$ cat config.mk
export PLATFORM = sky130hd
export DESIGN_NAME = hangul_jamo_composer
export DESIGN_NICKNAME = d
export VERILOG_FILES = /design/src/rtl/hjc_pkg.sv /design/src/rtl/hjc_core.sv /design/src/rtl/hangul_jamo_composer.sv
export SDC_FILE = /design/constraint.sdc
export NUM_CORES = 1
export LEC_CHECK = 0
export BUFFER_PORTS_ARGS = -buffer_cell sky130_fd_sc_hd__buf_2
export CORE_ASPECT_RATIO = 0.6
export CORE_MARGIN = 8
export CORE_UTILIZATION = 30
export CTS_BUF_LIST = sky130_fd_sc_hd__clkbuf_16
export DETAILED_ROUTE_END_ITERATION = 6
export SLEW_MARGIN = 5
export SYNTH_ARGS = -nofsm -noshare
export SYNTH_HDL_FRONTEND = slang
export SYNTH_HIERARCHICAL = 1
export SYNTH_SLANG_ARGS = --single-unit
$ cat constraint.sdc
create_clock -name clk_i -period 11.7 [get_ports clk_i]
set_input_delay 0.585 -clock clk_i [delete_from_list [all_inputs] [get_ports clk_i]]
set_output_delay 0.585 -clock clk_i [all_outputs]
set_load 0.005 [all_outputs]
$ cat src/rtl/hjc_pkg.sv
`default_nettype none

package hjc_pkg;

  localparam logic [15:0] SYL_BASE = 16'hAC00;
  localparam logic [15:0] SYL_LAST = 16'hD7A3;
  localparam logic [15:0] L_BASE   = 16'h1100;
  localparam logic [15:0] L_LAST   = 16'h1112;
  localparam logic [15:0] V_BASE   = 16'h1161;
  localparam logic [15:0] V_LAST   = 16'h1175;
  localparam logic [15:0] T_FIRST  = 16'h11A8;
  localparam logic [15:0] T_LAST   = 16'h11C2;
  localparam logic [15:0] T_BASE   = 16'h11A7;
  localparam logic [15:0] CV_FIRST = 16'h314F;
  localparam logic [15:0] CV_LAST  = 16'h3163;
  localparam logic [15:0] CT_FIRST = 16'h3165;
  localparam logic [15:0] CT_LAST  = 16'h3186;
  localparam logic [15:0] CL_FIRST = 16'h3131;
  localparam logic [15:0] CL_LAST  = 16'h3145;

  localparam logic [15:0] L_STEP = 16'd588;
  localparam logic [15:0] V_STEP = 16'd28;

  typedef enum logic [1:0] {
    PH_IDLE  = 2'd0,
    PH_LEAD  = 2'd1,
    PH_VOWEL = 2'd2
  } phase_e;

  typedef struct packed {
    logic [15:0] code_unit;
    logic        last_unit;
  } in_word_t;

  typedef struct packed {
    logic [15:0] out_unit;
    logic        unit_valid;
    logic        out_last;
  } out_word_t;

  // words handed from the composer to the output queue in one cycle
  typedef struct packed {
    logic [1:0] count;
    out_word_t  w0;
    out_word_t  w1;
  } push_t;

  // compatibility leading consonant offset -> {hit, conjoining index}
  function automatic logic [5:0] lead_lookup(input logic [4:0] idx);
    logic [5:0] res;
    res = 6'd0;
    if (idx == 5'd0 || idx == 5'd1) begin
      res = {1'b1, idx};
    end else if (idx == 5'd3) begin
      res = {1'b1, 5'd2};
    end else if (idx >= 5'd6 && idx <= 5'd20) begin
      res = {1'b1, idx - 5'd3};
    end
    return res;
  endfunction

  function automatic logic is_syllable(input logic [15:0] u);
    return (u >= SYL_BASE) && (u <= SYL_LAST);
  endfunction

endpackage

`default_nettype wire

$ cat src/rtl/hjc_core.sv
`default_nettype none

module hjc_core (
  input  wire logic            clk_i,
  input  wire logic            rst_ni,
  input  wire logic            take_i,
  input  wire hjc_pkg::in_word_t item_i,
  input  wire logic            syl_only_i,
  output hjc_pkg::push_t       push_o
);
  import hjc_pkg::*;

  phase_e      phase_q, phase_d;
  logic [4:0]  lead_q, lead_d;
  logic [15:0] base_q, base_d;

  logic [15:0] code, e;
  logic [15:0] cl_off;
  logic [5:0]  lk;
  logic        is_l, is_v, is_t;
  logic [4:0]  l_idx, v_idx, t_val;
  logic [15:0] base_next;
  logic        last;
  logic        idle_path;

  logic        c0_v, c1_v, c2_v;
  logic [15:0] c0_w, c1_w, c2_w;
  logic        k0, k1, k2;
  logic [15:0] wa, wb;
  logic [1:0]  cnt;

  always_comb begin
    code   = item_i.code_unit;
    last   = item_i.last_unit;
    cl_off = code - CL_FIRST;
    lk     = lead_lookup(cl_off[4:0]);

    // compatibility jamo -> conjoining jamo
    if (code >= CL_FIRST && code <= CL_LAST && lk[5]) begin
      e = L_BASE + {11'd0, lk[4:0]};
    end else if (code >= CV_FIRST && code <= CV_LAST) begin
      e = code - (CV_FIRST - V_BASE);
    end else if (code >= CT_FIRST && code <= CT_LAST) begin
      e = code - (CT_FIRST - T_BASE);
    end else begin
      e = code;
    end

    is_l  = (e >= L_BASE) && (e <= L_LAST);
    is_v  = (e >= V_BASE) && (e <= V_LAST);
    is_t  = (e >= T_FIRST) && (e <= T_LAST);
    l_idx = 5'(e - L_BASE);
    v_idx = 5'(e - V_BASE);
    t_val = 5'(e - T_BASE);

    base_next = SYL_BASE + {11'd0, lead_q} * L_STEP + {11'd0, v_idx} * V_STEP;
  end

  always_comb begin
    phase_d   = PH_IDLE;
    lead_d    = lead_q;
    base_d    = base_q;
    idle_path = 1'b0;
    c0_v = 1'b0;  c0_w = '0;
    c1_v = 1'b0;  c1_w = e;
    c2_v = 1'b0;  c2_w = '0;

    // pending jamo against the new unit
    unique case (phase_q)
      PH_LEAD: begin
        if (is_v) begin
          phase_d = PH_VOWEL;
          base_d  = base_next;
        end else begin
          c0_v      = 1'b1;
          c0_w      = L_BASE + {11'd0, lead_q};
          idle_path = 1'b1;
        end
      end
      PH_VOWEL: begin
        c0_v      = 1'b1;
        c0_w      = base_q + (is_t ? {11'd0, t_val} : 16'd0);
        idle_path = !is_t;
      end
      default: idle_path = 1'b1;
    endcase

    if (idle_path) begin
      if (is_l) begin
        phase_d = PH_LEAD;
        lead_d  = l_idx;
      end else begin
        c1_v = 1'b1;
      end
    end

    // end of string flushes whatever is still held
    if (last) begin
      if (phase_d == PH_LEAD) begin
        c2_v = 1'b1;
        c2_w = L_BASE + {11'd0, lead_d};
      end else if (phase_d == PH_VOWEL) begin
        c2_v = 1'b1;
        c2_w = base_next;
      end
      phase_d = PH_IDLE;
    end
  end

  always_comb begin
    k0 = c0_v && !(syl_only_i && !is_syllable(c0_w));
    k1 = c1_v && !(syl_only_i && !is_syllable(c1_w));
    k2 = c2_v && !(syl_only_i && !is_syllable(c2_w));
    cnt = 2'({1'b0, k0} + {1'b0, k1} + {1'b0, k2});

    priority if (k0) begin
      wa = c0_w;
      wb = k1 ? c1_w : c2_w;
    end else if (k1) begin
      wa = c1_w;
      wb = c2_w;
    end else begin
      wa = c2_w;
      wb = '0;
    end

    push_o.w0 = '{out_unit: wa, unit_valid: 1'b1, out_last: last && (cnt == 2'd1)};
    push_o.w1 = '{out_unit: wb, unit_valid: 1'b1, out_last: last};
    push_o.count = cnt;
    if (cnt == 2'd0 && last) begin
      // nothing left of the last unit: end-of-string marker only
      push_o.w0    = '{out_unit: 16'd0, unit_valid: 1'b0, out_last: 1'b1};
      push_o.count = 2'd1;
    end
    if (!take_i) begin
      push_o.count = 2'd0;
    end
  end

  always_ff @(posedge clk_i or negedge rst_ni) begin
    if (!rst_ni) begin
      phase_q <= PH_IDLE;
    end else if (take_i) begin
      phase_q <= phase_d;
    end
  end

  always_ff @(posedge clk_i) begin
    if (take_i) begin
      lead_q <= lead_d;
      base_q <= base_d;
    end
  end

endmodule

`default_nettype wire

$ cat src/rtl/hangul_jamo_composer.sv
// Channel  | Direction | Handshake                  | Word
// ---------+-----------+----------------------------+-------------------------------
// in       | input     | in_valid_i / in_ready_o    | in_word_i  {code_unit, last_unit}
// out      | output    | out_valid_o / out_ready_i  | out_word_o {out_unit, unit_valid,
//          |           |                            |             out_last}
// cfg      | input     | cfg_valid_i / cfg_ready_o  | cfg_data_i {syllables_only}
//
// An item yields at most two words. A new item is taken from the input register
// only while the output queue holds at most one word; the queue drains one word
// per cycle while out_ready_i is high.
// Reset clears control state only; there is no clearing pass.
// A stall on the output backs up into the 3-word queue, then into the input
// register; the input side never waits on out_ready_i combinationally.
`default_nettype none

module hangul_jamo_composer (
  input  wire logic              clk_i,
  input  wire logic              rst_ni,

  input  wire logic              in_valid_i,
  output logic                   in_ready_o,
  input  wire hjc_pkg::in_word_t in_word_i,

  output logic                   out_valid_o,
  input  wire logic              out_ready_i,
  output hjc_pkg::out_word_t     out_word_o,

  input  wire logic              cfg_valid_i,
  output logic                   cfg_ready_o,
  input  wire logic              cfg_data_i
);
  import hjc_pkg::*;

  // input register
  logic     in_valid_q;
  in_word_t in_word_q;
  logic     take;

  // mode register
  logic syl_only_q;

  // output queue: entry 0 is the head
  out_word_t q_q [3];
  out_word_t q_d [3];
  logic [1:0] q_count_q, q_count_d;
  logic [1:0] base_idx;
  logic       pop;
  push_t      push;

  // room for two words without looking at out_ready_i
  assign take       = in_valid_q && (q_count_q <= 2'd1);
  assign in_ready_o = !in_valid_q || take;

  assign cfg_ready_o = 1'b1;

  always_ff @(posedge clk_i or negedge rst_ni) begin
    if (!rst_ni) begin
      in_valid_q <= 1'b0;
    end else if (in_ready_o) begin
      in_valid_q <= in_valid_i;
    end
  end

  always_ff @(posedge clk_i) begin
    if (in_ready_o && in_valid_i) begin
      in_word_q <= in_word_i;
    end
  end

  always_ff @(posedge clk_i or negedge rst_ni) begin
    if (!rst_ni) begin
      syl_only_q <= 1'b0;
    end else if (cfg_valid_i && cfg_ready_o) begin
      syl_only_q <= cfg_data_i;
    end
  end

  // expansion, pairing and syllable build
  hjc_core u_core (
    .clk_i      (clk_i),
    .rst_ni     (rst_ni),
    .take_i     (take),
    .item_i     (in_word_q),
    .syl_only_i (syl_only_q),
    .push_o     (push)
  );

  assign out_valid_o = (q_count_q != 2'd0);
  assign out_word_o  = q_q[0];
  assign pop         = out_valid_o && out_ready_i;

  always_comb begin
    base_idx = q_count_q - {1'b0, pop};
    // shift out the head on pop
    q_d[0] = pop ? q_q[1] : q_q[0];
    q_d[1] = pop ? q_q[2] : q_q[1];
    q_d[2] = q_q[2];
    // append pushed words behind what stays
    for (int i = 0; i < 3; i++) begin
      if (push.count != 2'd0 && base_idx == 2'(i)) begin
        q_d[i] = push.w0;
      end
      if (push.count == 2'd2 && 2'(base_idx + 2'd1) == 2'(i)) begin
        q_d[i] = push.w1;
      end
    end
    q_count_d = base_idx + push.count;
  end

  always_ff @(posedge clk_i or negedge rst_ni) begin
    if (!rst_ni) begin
      q_count_q <= 2'd0;
    end else begin
      q_count_q <= q_count_d;
    end
  end

  always_ff @(posedge clk_i) begin
    for (int i = 0; i < 3; i++) begin
      q_q[i] <= q_d[i];
    end
  end

endmodule

`default_nettype wire

==> flow_summary.toml <==
[sta]
final-hold-violation-count = 0
slew_viol_final = 0
slew_headroom = 0.217
setup_viol = 0
fin_setup_tns_ns = 0
post-route-min-period_ns = 10.92
setup_slack_ns = 0.775
fin_worst_skew_ns = 0.00840
timing.final.crit_share = 0.934
rsz0062_at_grt = "no"
tightestPinTransition_ns = 1.17
fmax_mhz = 91.5

[synthesis]
synth-seq-area-share = 0.321
syn_area_per_cell_um2 = 9.18
ys.flop_type = "edfxtp_1"
yosysTopAreaCell = "edfxtp_1"
synth_area_mm2 = 0.00890
synth.most_common_cell = "edfxtp_1"
syn-num-nets = 1057
synth-edff-count = 90
yosys.area.top_type_share = 0.304
synth-seq-cells = 96
ys_top_cells_by_area = "edfxtp_1 (30%), ha_1 (8.2%), o21ai_0 (4.1%)"
synthTopCellsByCount = "edfxtp_1 (90), o21ai_0 (73), nand2_1 (64), ha_1 (58), nor3_1 (53)"
netlist_instances = 969
async_flop_share = 0.0625
ys_types = 102
ys_warn_count = 6

[floorplan]
core_area_mm2 = 0.0289
fp.dieW_um = 238
dieArea_mm2 = 0.0356
pin_count = 44
num_rows = 48
fp.dieH_um = 149
initial_utilization = 0.307

[final_layout]
fin_nets = 1052
multi_input_comb_area_mm2 = 0.00551
drive_above_1_share = 0.142
fillers = 3035
syn_to_final_growth_pct = 8.31
register_area_mm2 = 0.00285
antenna_cells = 0
stdcell_area_mm2 = 0.00964

[placement]
place_area_mm2 = 0.00934
pre_cts_ws_ns = 0.596
gp_congestion = 0.972
place_hpwl_um = 22000
io_buffers = 42

[global_route]
grt_max_degree = 61
grt_util_all_layers = 0.157
overflow = 0
antenna_found_initial = 0
first_global_vias = 7285
grt_pass1_wl_um = 44000

[drt]
antenna_left = 0
top_layer = "met4"
drt-total-wl_um = 28400
drt_iter0_markers = 1136
drcViolationCount = 0
drt_pass1_iterations = 5
vias_per_cell = 5.91
dr_wl_met3_um = 3520
wl_met2_um = 10100
routedWlPerCell_um = 20.8
vias = 8089
wl_met1_um = 14300

[critical_path]
r2r_end = "q_q[0][15]"
critPathKind = "reg -> reg"
cp_max_fo = 20
r2r_start = "in_word_q[11]"
crit_slowest_cell = "o311ai_2"
arrival_ns = 10.98
endpoint_kind = "register"
cp-start-kind = "register"
worst-r2r-setup-slack_ns = 0.78
reg2reg_depth = 31
cp.required_ns = 11.75
critPathMaxStageDelay_ns = 0.69

[power_and_ir_drop]
sw_frac_of_total = 0.530
pwr-share-clk = 0.097
p_leak_nw = 3.51
vdd_ir_drop_max_mv = 0.319
internal_power_mw = 1.43
seq_power_share = 0.217
netSwitchingPower_mw = 1.62
p_comb_frac = 0.686
power_density_mw_per_mm2 = 317

[clock_tree]
cts_tree = "built"
cts_sinks = 96
ctsHoldBuffers = 0
postCtsSetupRepairBufs = 0
cts.path.max_buffers = 2
htreeDepth = 3
cts.clk_slew.worst_paths_ns = 0.06
cts_buffers = 9
clk_latency_ns = 0.36
clockRootBuffer = "clkbuf_16"

[hold_path]
hp-class = "in -> async"

[status]
run_status = "finished clean"

[job]
max_cap_viol_count = 0
==> worst max path at each step <==
stage / start / endpoint / slack, ns / cells after the start
finish: in_word_q[11] / q_q[0][15] / 0.78 / 31
global route: in_word_q[10] / q_q[0][12] / 0.02 / 31
CTS: in_word_q[2] / q_q[0][12] / 0.53 / 31
detailed placement: in_word_q[2] / q_q[0][12] / 0.60 / 31
global placement: in_word_q[2] / q_q[0][15] / 0.85 / 32
floorplan: in_word_q[2] / q_q[0][0] / 2.05 / 34
==> power groups by stage <==
stage / logic (mW) / clock network (mW) / registers [mW]
after global placement: 1.98 / 0 / 0.665
final: 2.09 / 0.296 / 0.663
after CTS: 1.99 / 0.301 / 0.661
after detailed placement: 1.98 / 0 / 0.668
after global routing: 2.22 / 0.315 / 0.674
after floorplan: 1.39 / 0 / 0.626
==> worst max-delay path, delay by kind of cell, from the launching register on <==
kind	cells	cell delay, ns
compound gates	12	3.67
simple gates	5	2.08
fa+ha+maj	5	1.93
xor+xnor	4	1.25
buf+inv	4	0.72
flops	1	0.59
mux	1	0.34
==> through the flow <==
stage / hold slack (ns) / instances / power, mW / utilization
detailed placement: 0.421 / 1353 / 2.65 / 0.323
finish: 0.0399 / 1368 / 3.05 / 0.333
CTS: 0.0323 / 1368 / 2.95 / 0.333
global route: 0.0329 / 1368 / 3.21 / 0.333
floorplan: 0.289 / 969 / 2.01 / -
global placement: 0.418 / 1353 / 2.65 / 0.323
==> placed cells by master (no fill, tap or decap), types with 19 or more instances in the layout <==
| master | instances |
|---|---|
| ha_1 | 58 |
| buf_2 | 42 |
| a21oi_1 | 36 |
| nor3_1 | 53 |
| edfxtp_1 | 90 |
| xor2_1 | 23 |
| nor2_1 | 44 |
| xnor2_1 | 28 |
| a31oi_1 | 43 |
| o21ai_0 | 71 |
| nand3_1 | 43 |
| nand2_1 | 64 |
| nand4b_1 | 19 |
| inv_1 | 40 |
==> per-layer routing <==
metal,vias to the layer above,GRT usage
met5,-,0
met4,0,0.0352
met3,40,0.0546
met2,473,0.189
met1,3902,0.251
li1,3674,-
==> cell families after synthesis <==
kind of cell,Yosys count,synth area share
other,2,0.000844
and+or+nand+nor,317,0.196
adders and majority gates,66,0.0984
xor gates and xnor gates,53,0.0522
AOI/OAI and AO/OA,294,0.232
DFF,96,0.321
muxes,25,0.0350
buffers and inverters,116,0.0645
==> repair_timing <==
action	CTS	global route
endpoints found under the setup margin	0	86
endpoints found under the hold margin	0	0
resized for setup	0	3
==> cell type report <==
type,count,share of cell area
inverter,42,0.0166
tap,400,0.0519
clock buffer,9,0.0234
clock inverter,6,0.00636
timing repair buffer,58,0.0343
multi-input combinational,757,0.571
sequential,96,0.296
==> flip-flops by register name, indices dropped and copies added (netlist names) <==
signal          cells
u_core/lead_q       5
syl_only_q          1
q_q                54
q_count_q           2
in_word_q          17
u_core/phase_q      2
u_core/base_q      14
in_valid_q          1
No activity file was read; power rests on OpenSTA's default activity.
